[src/hw/rtl/brms_pkg.sv]
// Shared package for the block RMS level meter.
// Holds parameter defaults, the controller state type and the command struct.
// No dependencies.
package brms_pkg;

   localparam int MAX_FRAMES_DEF  = 65536;
   localparam int SAMPLE_BITS_DEF = 24;
   localparam int IN_W            = 24;
   localparam int RMS_W           = 24;

   typedef enum logic [2:0] {
      ST_IDLE,
      ST_FLUSH,
      ST_DIVIDE,
      ST_ROOT,
      ST_DONE
   } brms_state_type;

   typedef struct packed {
      logic accum;
      logic start;
      logic div_step;
      logic root_step;
      logic emit;
   } brms_cmd_type;

endpackage

[src/hw/rtl/brms_ctrl.sv]
// Controller for the block RMS level meter: input handshake, step counting
// and sequencing of the divide and square-root passes.
// Depends on brms_pkg.
module brms_ctrl #(
   parameter int DIV_STEPS  = 63,
   parameter int ROOT_STEPS = 32
) (
   input  logic                clock,
   input  logic                reset,
   input  logic                req_valid,
   input  logic                req_last,
   output logic                req_ready,
   input  logic                out_free,
   output brms_pkg::brms_cmd_type cmd
);
   import brms_pkg::*;

   localparam int STEP_W = (DIV_STEPS > 1) ? $clog2(DIV_STEPS) : 1;
   localparam logic [STEP_W-1:0] DIV_LAST  = STEP_W'(DIV_STEPS - 1);
   localparam logic [STEP_W-1:0] ROOT_LAST = STEP_W'(ROOT_STEPS - 1);

   brms_state_type    state_ff, state_in;
   logic [STEP_W-1:0] cnt_ff, cnt_in;

   always_ff @(posedge clock) begin
      if (reset) begin
         state_ff <= ST_IDLE;
         cnt_ff   <= '0;
      end else begin
         state_ff <= state_in;
         cnt_ff   <= cnt_in;
      end
   end

   always_comb begin
      state_in  = state_ff;
      cnt_in    = cnt_ff;
      cmd       = '0;
      req_ready = 1'b0;
      case (state_ff)
         ST_IDLE: begin
            req_ready = 1'b1;
            if (req_valid) begin
               cmd.accum = 1'b1;
               if (req_last) begin
                  state_in = ST_FLUSH;
               end
            end
         end
         ST_FLUSH: begin
            cmd.start = 1'b1;
            cnt_in    = DIV_LAST;
            state_in  = ST_DIVIDE;
         end
         ST_DIVIDE: begin
            cmd.div_step = 1'b1;
            if (cnt_ff == '0) begin
               cnt_in   = ROOT_LAST;
               state_in = ST_ROOT;
            end else begin
               cnt_in = cnt_ff - 1'b1;
            end
         end
         ST_ROOT: begin
            cmd.root_step = 1'b1;
            if (cnt_ff == '0) begin
               state_in = ST_DONE;
            end else begin
               cnt_in = cnt_ff - 1'b1;
            end
         end
         ST_DONE: begin
            // Wait until the output register is empty or being drained.
            if (out_free) begin
               cmd.emit = 1'b1;
               state_in = ST_IDLE;
            end
         end
         default: begin
            state_in = ST_IDLE;
         end
      endcase
   end

endmodule

[src/hw/rtl/brms_dp.sv]
// Datapath for the block RMS level meter: sample squaring, sum and count,
// a restoring divider, a digit-by-digit square root and the output register.
// Depends on brms_pkg.
module brms_dp #(
   parameter int MAX_FRAMES  = 65536,
   parameter int SAMPLE_BITS = 24,
   parameter int CNT_W       = 17,
   parameter int SUM_W       = 63,
   parameter int ROOT_W      = 32
) (
   input  logic                         clock,
   input  logic                         reset,
   input  brms_pkg::brms_cmd_type       cmd,
   input  logic [brms_pkg::IN_W-1:0]    req_sample,
   output logic                         out_free,
   output logic                         rsp_valid,
   input  logic                         rsp_ready,
   output logic [brms_pkg::RMS_W-1:0]   rsp_rms,
   output logic                         rsp_overflow
);
   import brms_pkg::*;

   localparam int SB    = SAMPLE_BITS;
   localparam int NUM_W = 2 * ROOT_W;

   // Accumulator.
   logic [SB-1:0]    raw, mag;
   logic [2*SB-1:0]  sq_ff, sq_in;
   logic [SUM_W-1:0] sum_ff, sum_in, sum_next;
   logic [CNT_W-1:0] count_ff, count_in;
   logic             ovf_ff, ovf_in;
   logic             full;

   // Divider and square root.
   logic [NUM_W-1:0] num_ff, num_in;
   logic [CNT_W-1:0] rem_ff, rem_in, div_ff, div_in;
   logic [CNT_W:0]   shifted, diff;
   logic             qbit;
   logic [ROOT_W-1:0] srem_ff, srem_in, root_ff, root_in;
   logic [ROOT_W+1:0] cur, trial, sdiff;
   logic             ge;
   logic             hold_ovf_ff, hold_ovf_in, zero_ff, zero_in;

   // Output register.
   logic             vld_ff, vld_in;
   logic [RMS_W-1:0] rms_ff, rms_in;
   logic             rovf_ff, rovf_in;

   assign raw  = req_sample[SB-1:0];
   // The most negative value maps onto the sign bit, which is its magnitude.
   assign mag  = raw[SB-1] ? (~raw + 1'b1) : raw;
   assign full = (count_ff == CNT_W'(MAX_FRAMES));
   assign sum_next = sum_ff + SUM_W'(sq_ff);

   always_comb begin
      sq_in    = '0;
      sum_in   = sum_next;
      count_in = count_ff;
      ovf_in   = ovf_ff;
      if (cmd.accum) begin
         if (full) begin
            ovf_in = 1'b1;
         end else begin
            sq_in    = mag * mag;
            count_in = count_ff + 1'b1;
         end
      end
      if (cmd.start) begin
         sum_in   = '0;
         count_in = '0;
         ovf_in   = 1'b0;
      end
   end

   always_ff @(posedge clock) begin
      if (reset) begin
         sq_ff    <= '0;
         sum_ff   <= '0;
         count_ff <= '0;
         ovf_ff   <= 1'b0;
      end else begin
         sq_ff    <= sq_in;
         sum_ff   <= sum_in;
         count_ff <= count_in;
         ovf_ff   <= ovf_in;
      end
   end

   // Divider step: shift one dividend bit into the remainder, quotient bit out.
   assign shifted = {rem_ff, num_ff[SUM_W-1]};
   assign diff    = shifted - {1'b0, div_ff};
   assign qbit    = ~diff[CNT_W];

   // Root step: bring down two bits of the quotient and try root*4+1.
   assign cur   = {srem_ff, num_ff[NUM_W-1:NUM_W-2]};
   assign trial = {root_ff, 2'b01};
   assign sdiff = cur - trial;
   assign ge    = ~sdiff[ROOT_W+1];

   always_comb begin
      num_in      = num_ff;
      rem_in      = rem_ff;
      div_in      = div_ff;
      srem_in     = srem_ff;
      root_in     = root_ff;
      hold_ovf_in = hold_ovf_ff;
      zero_in     = zero_ff;
      if (cmd.start) begin
         num_in      = NUM_W'(sum_next);
         rem_in      = '0;
         div_in      = count_ff;
         srem_in     = '0;
         root_in     = '0;
         hold_ovf_in = ovf_ff;
         zero_in     = (count_ff == '0);
      end else if (cmd.div_step) begin
         num_in = NUM_W'({num_ff[SUM_W-2:0], qbit});
         rem_in = qbit ? diff[CNT_W-1:0] : shifted[CNT_W-1:0];
      end else if (cmd.root_step) begin
         num_in  = {num_ff[NUM_W-3:0], 2'b00};
         srem_in = ge ? sdiff[ROOT_W-1:0] : cur[ROOT_W-1:0];
         root_in = {root_ff[ROOT_W-2:0], ge};
      end
   end

   always_ff @(posedge clock) begin
      num_ff      <= num_in;
      rem_ff      <= rem_in;
      div_ff      <= div_in;
      srem_ff     <= srem_in;
      root_ff     <= root_in;
      hold_ovf_ff <= hold_ovf_in;
      zero_ff     <= zero_in;
   end

   assign out_free = ~vld_ff | rsp_ready;

   always_comb begin
      vld_in  = vld_ff & ~rsp_ready;
      rms_in  = rms_ff;
      rovf_in = rovf_ff;
      if (cmd.emit) begin
         vld_in  = 1'b1;
         rms_in  = zero_ff ? '0 : (RMS_W'(root_ff[SB-1:0]) << (RMS_W - SB));
         rovf_in = hold_ovf_ff;
      end
   end

   always_ff @(posedge clock) begin
      if (reset) begin
         vld_ff <= 1'b0;
      end else begin
         vld_ff <= vld_in;
      end
      rms_ff  <= rms_in;
      rovf_ff <= rovf_in;
   end

   assign rsp_valid    = vld_ff;
   assign rsp_rms      = rms_ff;
   assign rsp_overflow = rovf_ff;

endmodule

[src/hw/rtl/block_rms_level.sv]
// Block RMS level meter, top level. Samples without the last flag are taken one per cycle.
// The last sample of a block starts a pass: a load step, a one-bit-per-cycle divider, a
// two-bits-per-cycle square root and a result load that waits while an earlier result is
// still held. The result is valid, and the input ready again, when the pass ends.
// Synchronous active-high reset clears the sum, the count, the overflow flag and the result
// valid flag. Depends on brms_pkg, brms_ctrl and brms_dp.
module block_rms_level #(
   parameter int MAX_FRAMES  = brms_pkg::MAX_FRAMES_DEF,
   parameter int SAMPLE_BITS = brms_pkg::SAMPLE_BITS_DEF
) (
   input  logic                        clock,
   input  logic                        reset,
   input  logic                        req_valid,
   output logic                        req_ready,
   input  logic [brms_pkg::IN_W-1:0]   req_sample,
   input  logic                        req_last,
   output logic                        rsp_valid,
   input  logic                        rsp_ready,
   output logic [brms_pkg::RMS_W-1:0]  rsp_rms,
   output logic                        rsp_overflow
);
   import brms_pkg::*;

   localparam int CNT_W  = $clog2(MAX_FRAMES + 1);
   localparam int SUM_W  = 2 * SAMPLE_BITS - 1 + $clog2(MAX_FRAMES);
   localparam int ROOT_W = (SUM_W + 1) / 2;

   brms_cmd_type cmd;
   logic         out_free;

   brms_ctrl #(
      .DIV_STEPS  (SUM_W),
      .ROOT_STEPS (ROOT_W)
   ) u_ctrl (
      .clock     (clock),
      .reset     (reset),
      .req_valid (req_valid),
      .req_last  (req_last),
      .req_ready (req_ready),
      .out_free  (out_free),
      .cmd       (cmd)
   );

   brms_dp #(
      .MAX_FRAMES  (MAX_FRAMES),
      .SAMPLE_BITS (SAMPLE_BITS),
      .CNT_W       (CNT_W),
      .SUM_W       (SUM_W),
      .ROOT_W      (ROOT_W)
   ) u_dp (
      .clock        (clock),
      .reset        (reset),
      .cmd          (cmd),
      .req_sample   (req_sample),
      .out_free     (out_free),
      .rsp_valid    (rsp_valid),
      .rsp_ready    (rsp_ready),
      .rsp_rms      (rsp_rms),
      .rsp_overflow (rsp_overflow)
   );

   // A last item hands the block to the divide pass.
   a_busy_after_last: assert property (@(posedge clock) disable iff (reset)
      req_valid && req_ready && req_last |=> !req_ready)
      else $error("input still ready after the last item of a block");

   // Ordinary items stream without a gap.
   a_stream: assert property (@(posedge clock) disable iff (reset)
      req_valid && req_ready && !req_last |=> req_ready)
      else $error("input stalled after an item without the last flag");

   // A new result only appears when the controller loads it.
   a_emit: assert property (@(posedge clock) disable iff (reset)
      $rose(rsp_valid) |-> $past(cmd.emit))
      else $error("result valid rose without an emit command");

   // The root of a mean of squares never exceeds full scale.
   a_range: assert property (@(posedge clock) disable iff (reset)
      rsp_valid |-> rsp_rms <= 24'h800000)
      else $error("rms result above full scale");

endmodule
[config.mk]
export PLATFORM = sky130hd
export DESIGN_NAME = block_rms_level
export DESIGN_NICKNAME = d
export VERILOG_FILES = /design/src/hw/rtl/brms_pkg.sv /design/src/hw/rtl/brms_ctrl.sv /design/src/hw/rtl/brms_dp.sv /design/src/hw/rtl/block_rms_level.sv
export SDC_FILE = /design/constraint.sdc
export NUM_CORES = 2
export LEC_CHECK = 0
export CORE_MARGIN = 3
export CORE_UTILIZATION = 37
export CTS_BUF_LIST = sky130_fd_sc_hd__clkbuf_2
export DETAILED_ROUTE_END_ITERATION = 6
export DONT_BUFFER_PORTS = 1
export PLACE_DENSITY = 0.49
export RECOVER_POWER = 25
export SKIP_LAST_GASP = 1
export SYNTH_ARGS = -nofsm -noshare
export SYNTH_HDL_FRONTEND = slang
export SYNTH_HIERARCHICAL = 1
export SYNTH_SLANG_ARGS = --single-unit
[constraint.sdc]
create_clock -name clock -period 21.7 [get_ports clock]
set_input_delay 2.17 -clock clock [delete_from_list [all_inputs] [get_ports clock]]
set_output_delay 2.17 -clock clock [all_outputs]
set_load 0.02 [all_outputs]
# Yosys cells after proc, flatten, opt, wreduce, memory -nomap -nowiden
# Cells that the tools add are included.
[totals] wordCells=82 register_bits=328 out_inout_bits=27 input_bits=29
[op_classes] muxes=24 n_reduce_logical=13 mul=1 bitwise_logic=10 addsub=6 n_eq_ne=11
[ops] op="$mux 63" count=3
[ops] op="$add 63x48->63" count=1
[ops] op="$mul 24x24->48" count=1
[ops] op="$sub 34x34->34" count=1
[ops] op="$mux 32" count=1
[ops] op="$add 24x1->24 const B" count=1
[ops] op="$mux 24" count=1
[ops] op="$not 24->24" count=1
[ops] op="$pmux 6 s3" count=1
[ops] op="$sub 18x17->18" count=1
[ops] op="$add 17x1->17 const B" count=1
[ops] op="$eq 17x17->1 const B" count=1
[ops] op="$logic_not 17->1" count=1
[ops] op="$mux 17" count=1
[ops] op="$mux 3" count=5
[ops] op="$pmux 3 s5" count=1
[ops] op="$mux 6" count=2
[ops] op="$mux 1" count=9
[ops] op="$ne 2x2->1 const B" count=4
[ops] op="$reduce_and 2->1" count=4
[ops] op="$not 1->1" count=7
[ops] op="$eq 3x2->1 const B" count=2
[ops] op="$logic_not 6->1" count=1
[ops] op="$reduce_bool 3->1" count=2
[ops] op="10 further kinds" count=12

# Longest topological paths before layout
[logic_depth] depth_word=5 mapped_depth=36 mapped_depth_nobuf=32

# Cells and area by module
# Netlist, hierarchy kept.
[modules_own_cells] module="brms_dp" instances=1 cells_per_inst=3776 seq_area_each_um2=7437.1 area_per_inst_um2=33507.1
[modules_own_cells] module="brms_ctrl" instances=1 cells_per_inst=70 seq_area_each_um2=180.2 area_per_inst_um2=580.6

# Worst setup path before layout
# Ideal clock, no wire load.
[synth_path] path_kind="input-to-reg" startpoint="input port req_sample[0] in the netlist's numbering" endpoint="register u_dp.sq_ff[41]" setup_slack_ps=11148 stages=29 arrival_ps=10482 setup_time_ps=71 path_buffers=4 required_time_ps=21629 cell_sequence="clkbuf_1 > inv_1 > clkbuf_1 > ha_1 > nand3_1 > nand2b_1 > o31a_1 > xor2_1 > inv_1 > clkbuf_1 > nor2_1 > fa_1 > fa_1 > fa_1 > inv_1 > fa_1 > fa_1 > inv_1 > fa_1 > fa_1 > ha_1 > clkbuf_1 > nand4_1 > or4b_1 > a21oi_1 > o31ai_1 > or4_1 > a21o_1 > a21oi_1"
[synth_via] elab_chain_len=4
[synth_rtl] element="start, declared" line="block_rms_level.sv:15" text="input logic [brms_pkg::IN_W-1:0] req_sample,"
[synth_rtl] element="$not 24->24" line="brms_dp.sv:51" text="assign mag = raw[SB-1] ? (~raw + 1'b1) : raw;"
[synth_rtl] element="$add 24x1->24" line="brms_dp.sv:51"
[synth_rtl] element="$mux 24 (*)" line="brms_dp.sv:51"
[synth_rtl] element="$mul 24x24->48 (*)" line="brms_dp.sv:64" text="sq_in = mag * mag;"
[synth_rtl] element="end signal, assigned" line="brms_dp.sv:82" text="sq_ff <= sq_in;"
[synth_rtl] element="end, declared" line="brms_dp.sv:28" text="logic [2*SB-1:0] sq_ff, sq_in;"
# Mark *: on every way between the ends. The rest lies on a longest branch, timed or not.
# A chain may end at the register's enable or synchronous reset.

# Final worst setup path
[layout_path] startpoint="input port req_sample[0] in the netlist's numbering" endpoint="register u_dp.sq_ff[46]"
# Same word-level chain as after synthesis.

==> results_dict.tcl <==
set metrics [dict create \
    drcViolationCount 0 \
    die_w_um 309.5 \
    multi_input_area_um2 23570 \
    clock_skew_ns 0.1440 \
    criticalPathCategory "in -> reg" \
    path_clk_slew_ns 0.10 \
    syn_to_final_growth_pct 6.302 \
    drive_gt1_share_pct 5.926 \
    gp_routability_congestion 0.8639 \
    fin_crit_ns 11.19 \
    drt_wl_total_um 90170 \
    worst_slew_pin_slew_ns 4.025 \
    grt_pass1_vias 27010 \
    antenna_found_initial 3 \
    root_buffer "clkbuf_2" \
    netlist_instances 3846 \
    cts_setup_buffers 0 \
    rsz0062_at_grt "no" \
    hpwl_um 70330 \
    finalSetupTns_ns 0 \
    ys_ff_latch 327 \
    finalCritPeriodShare_pct 51.56 \
    status "finished with violations" \
    rows 110 \
    ys_top_cells_by_area "fa_1 25%, dfxtp_1 13%, ha_1 9.8%" \
    hold_viol_final 0 \
    cts_tree "done" \
    maxCapViolations 1 \
    firstDrtPassIters 5 \
    clk_latency_ns 1.06 \
    cp.arrival_ns 12.13 \
    h-tree-depth 3 \
    slew_headroom_pct -168.3 \
    synth-seq-area-share_pct 22.35 \
    syn_area_per_cell_um2 8.863 \
    gr-total-overflow 0 \
    grt_max_degree 89 \
    clockBufferDepth 3 \
    via_per_inst 5.087 \
    pin_count 56 \
    fillCellCount 9295 \
    async_flop_share_pct 0 \
    crit_path_max_fanout 18 \
    final_nets 4558 \
    violations "capacitance limit, slew limit" \
    ys_warn_count 6 \
    synth_edf_count 107 \
    synth_top_area_share_pct 24.96 \
    hold_class "reg -> reg" \
    synth.distinct_cells 94 \
    start_kind "input pin" \
    ys.flop_type "dfxtp_1" \
    vias 25920 \
    finalSetupViolCount 0 \
    drt_iter0_drc 1340 \
    cts_buffers 92 \
    portBuffers 0 \
    syn-cell-area_um2 34090 \
    die_area_um2 95810 \
    cts-hold-fix-buffers 0 \
    clock.fmax_mhz 89.38 \
    cts_resized 0 \
    grt_pass1_wl_um 149000 \
    die_y_um 309.5 \
    r2r_slack_ns 15.68 \
    core_um2 90700 \
    yosys.area.top_type "fa_1" \
    seqCellArea_um2 7617 \
    cp.required_ns 22.64 \
    drtAntennaViolNets 0 \
    cts_sinks 327 \
    gr-usage-all-layers_pct 19.51 \
    crit_path_end_kind "register" \
    wl_per_cell_um 17.70 \
    finalMaxSlewViolations 86 \
    start_util_pct 37.58 \
]
==> cell usage after synthesis (all sizes together), types with 15 or more instances <==
cell type,n
or3,19
fa,425
o211ai,15
xor2,80
nand2b,19
inv,642
nor3,41
o21ai,127
edfxtp,107
clkbuf,143
a211oi,68
a21oi,220
o31ai,18
nor2,347
nand2,379
xnor2,98
a21o,65
o21bai,30
nand3,49
and3,26
nand4,38
mux2i,30
nor2b,66
dfxtp,220
a31oi,50
ha,268
buf,15
and2,48
o21a,20
==> worst max-delay path, stage by stage <==
cell      delay [ns]
inv_1           0.53
ha_1            0.32
nand3_1         0.33
o41ai_1         0.44
xor2_1          0.63
clkinv_1        0.93
nand2_1         0.36
inv_1           0.09
fa_1            0.48
ha_1            0.31
a21o_1          0.19
fa_1            0.50
inv_1           0.06
fa_1            0.48
fa_1            0.55
inv_1           0.05
fa_1            0.49
fa_1            0.41
ha_1            0.37
a21o_1          0.20
a21o_1          0.17
a21o_1          0.17
a221oi_1        0.47
o21ai_0         0.26
a31oi_1         0.49
nor2b_1         0.11
a221oi_1        0.35
mux2i_1         0.21
==> per-layer routing <==
| layer | wire length, um | track usage [%] | vias up |
|---|---|---|---|
| met4 | 1482 | 3.868 | 0 |
| li1 | - | - | 12630 |
| met5 | 0 | 0 | - |
| met1 | 43930 | 27.75 | 12710 |
| met3 | 3070 | 2.628 | 105 |
| met2 | 41690 | 31.89 | 469 |
==> per-stage QoR <==
stage	util, %	instance area (um2)	setup WS, ns	std cells	hold slack [ns]
floorplan	-	34140	11.15	3861	0.4003
global placement	39.02	35390	9.914	4918	0.4200
detailed placement	39.02	35390	9.634	4918	0.4203
CTS	39.97	36250	10.76	5091	0.4441
global route	39.95	36240	10.17	5095	0.4602
finish	39.95	36240	10.51	5095	0.4391
==> cell families (layout without fill, tap and decap cells) <==
family	after synthesis	count (layout)	synth area share (%)
xor+xnor	178	178	4.573
mux	36	36	1.079
compound gates	717	717	13.53
simple gates	1091	1091	14.74
fa+ha+maj	693	693	34.80
buf+inv	802	856	8.908
other cells	2	21	0.02203
flops	327	327	22.35
==> final timing paths <==
kind | cells past startpoint | end | startpoint
worst max register to register | 8 | u_dp/sum_ff[47] | u_ctrl/state_ff[0]
worst max-delay path | 28 | u_dp/sq_ff[46] | req_sample[0]
worst min register to register | 2 | u_dp/srem_ff[2] | u_dp/srem_ff[0]
worst min-delay path | 2 | u_dp/srem_ff[2] | u_dp/srem_ff[0]
==> sequential cells by signal (all words and copies together), names as in the netlist, 3 cells and up <==
register         count
u_dp/srem_ff        32
u_dp/root_ff        32
u_dp/count_ff       17
u_dp/div_ff         17
u_dp/sum_ff         63
u_ctrl/state_ff      3
u_dp/rem_ff         17
u_dp/rsp_rms        24
u_ctrl/cnt_ff        6
u_dp/num_ff         64
u_dp/sq_ff          47
==> area by class of cell <==
cell class                 instances  area share [%]
multi-input combinational       2732           65.05
sequential                       327           21.02
inverter                         644           6.671
tap                             1176           4.061
clock buffer                     141           1.947
timing repair buffer              39          0.7873
clock inverter                    32          0.4316
antenna                            4         0.02762
==> placed cells by master, fill, tap and decap left out, types with 26 or more instances in the layout <==
| cell type | synthesis | layout |
|---|---|---|
| nor2_1 | 346 | 345 |
| xor2_1 | 80 | 78 |
| and2_1 | 46 | 44 |
| nand4_1 | 38 | 38 |
| a21oi_1 | 219 | 219 |
| nor3_1 | 40 | 41 |
| buf_4 | 3 | 37 |
| a21o_1 | 65 | 65 |
| o21bai_1 | 30 | 30 |
| and3_1 | 26 | 26 |
| ha_1 | 268 | 268 |
| dfxtp_1 | 220 | 220 |
| inv_1 | 640 | 640 |
| mux2i_1 | 30 | 30 |
| nor2b_1 | 66 | 64 |
| nand2_1 | 379 | 378 |
| a211oi_1 | 68 | 68 |
| edfxtp_1 | 107 | 107 |
| a31oi_1 | 48 | 48 |
| nand3_1 | 49 | 48 |
| xnor2_1 | 98 | 93 |
| fa_1 | 425 | 425 |
| o21ai_0 | 123 | 124 |
| clkbuf_2 | 1 | 141 |
| clkinv_1 | 2 | 26 |
Power is left out: the tool's default activity adds up to more than one toggle a clock period on the data nets, which glitch-free logic cannot reach.
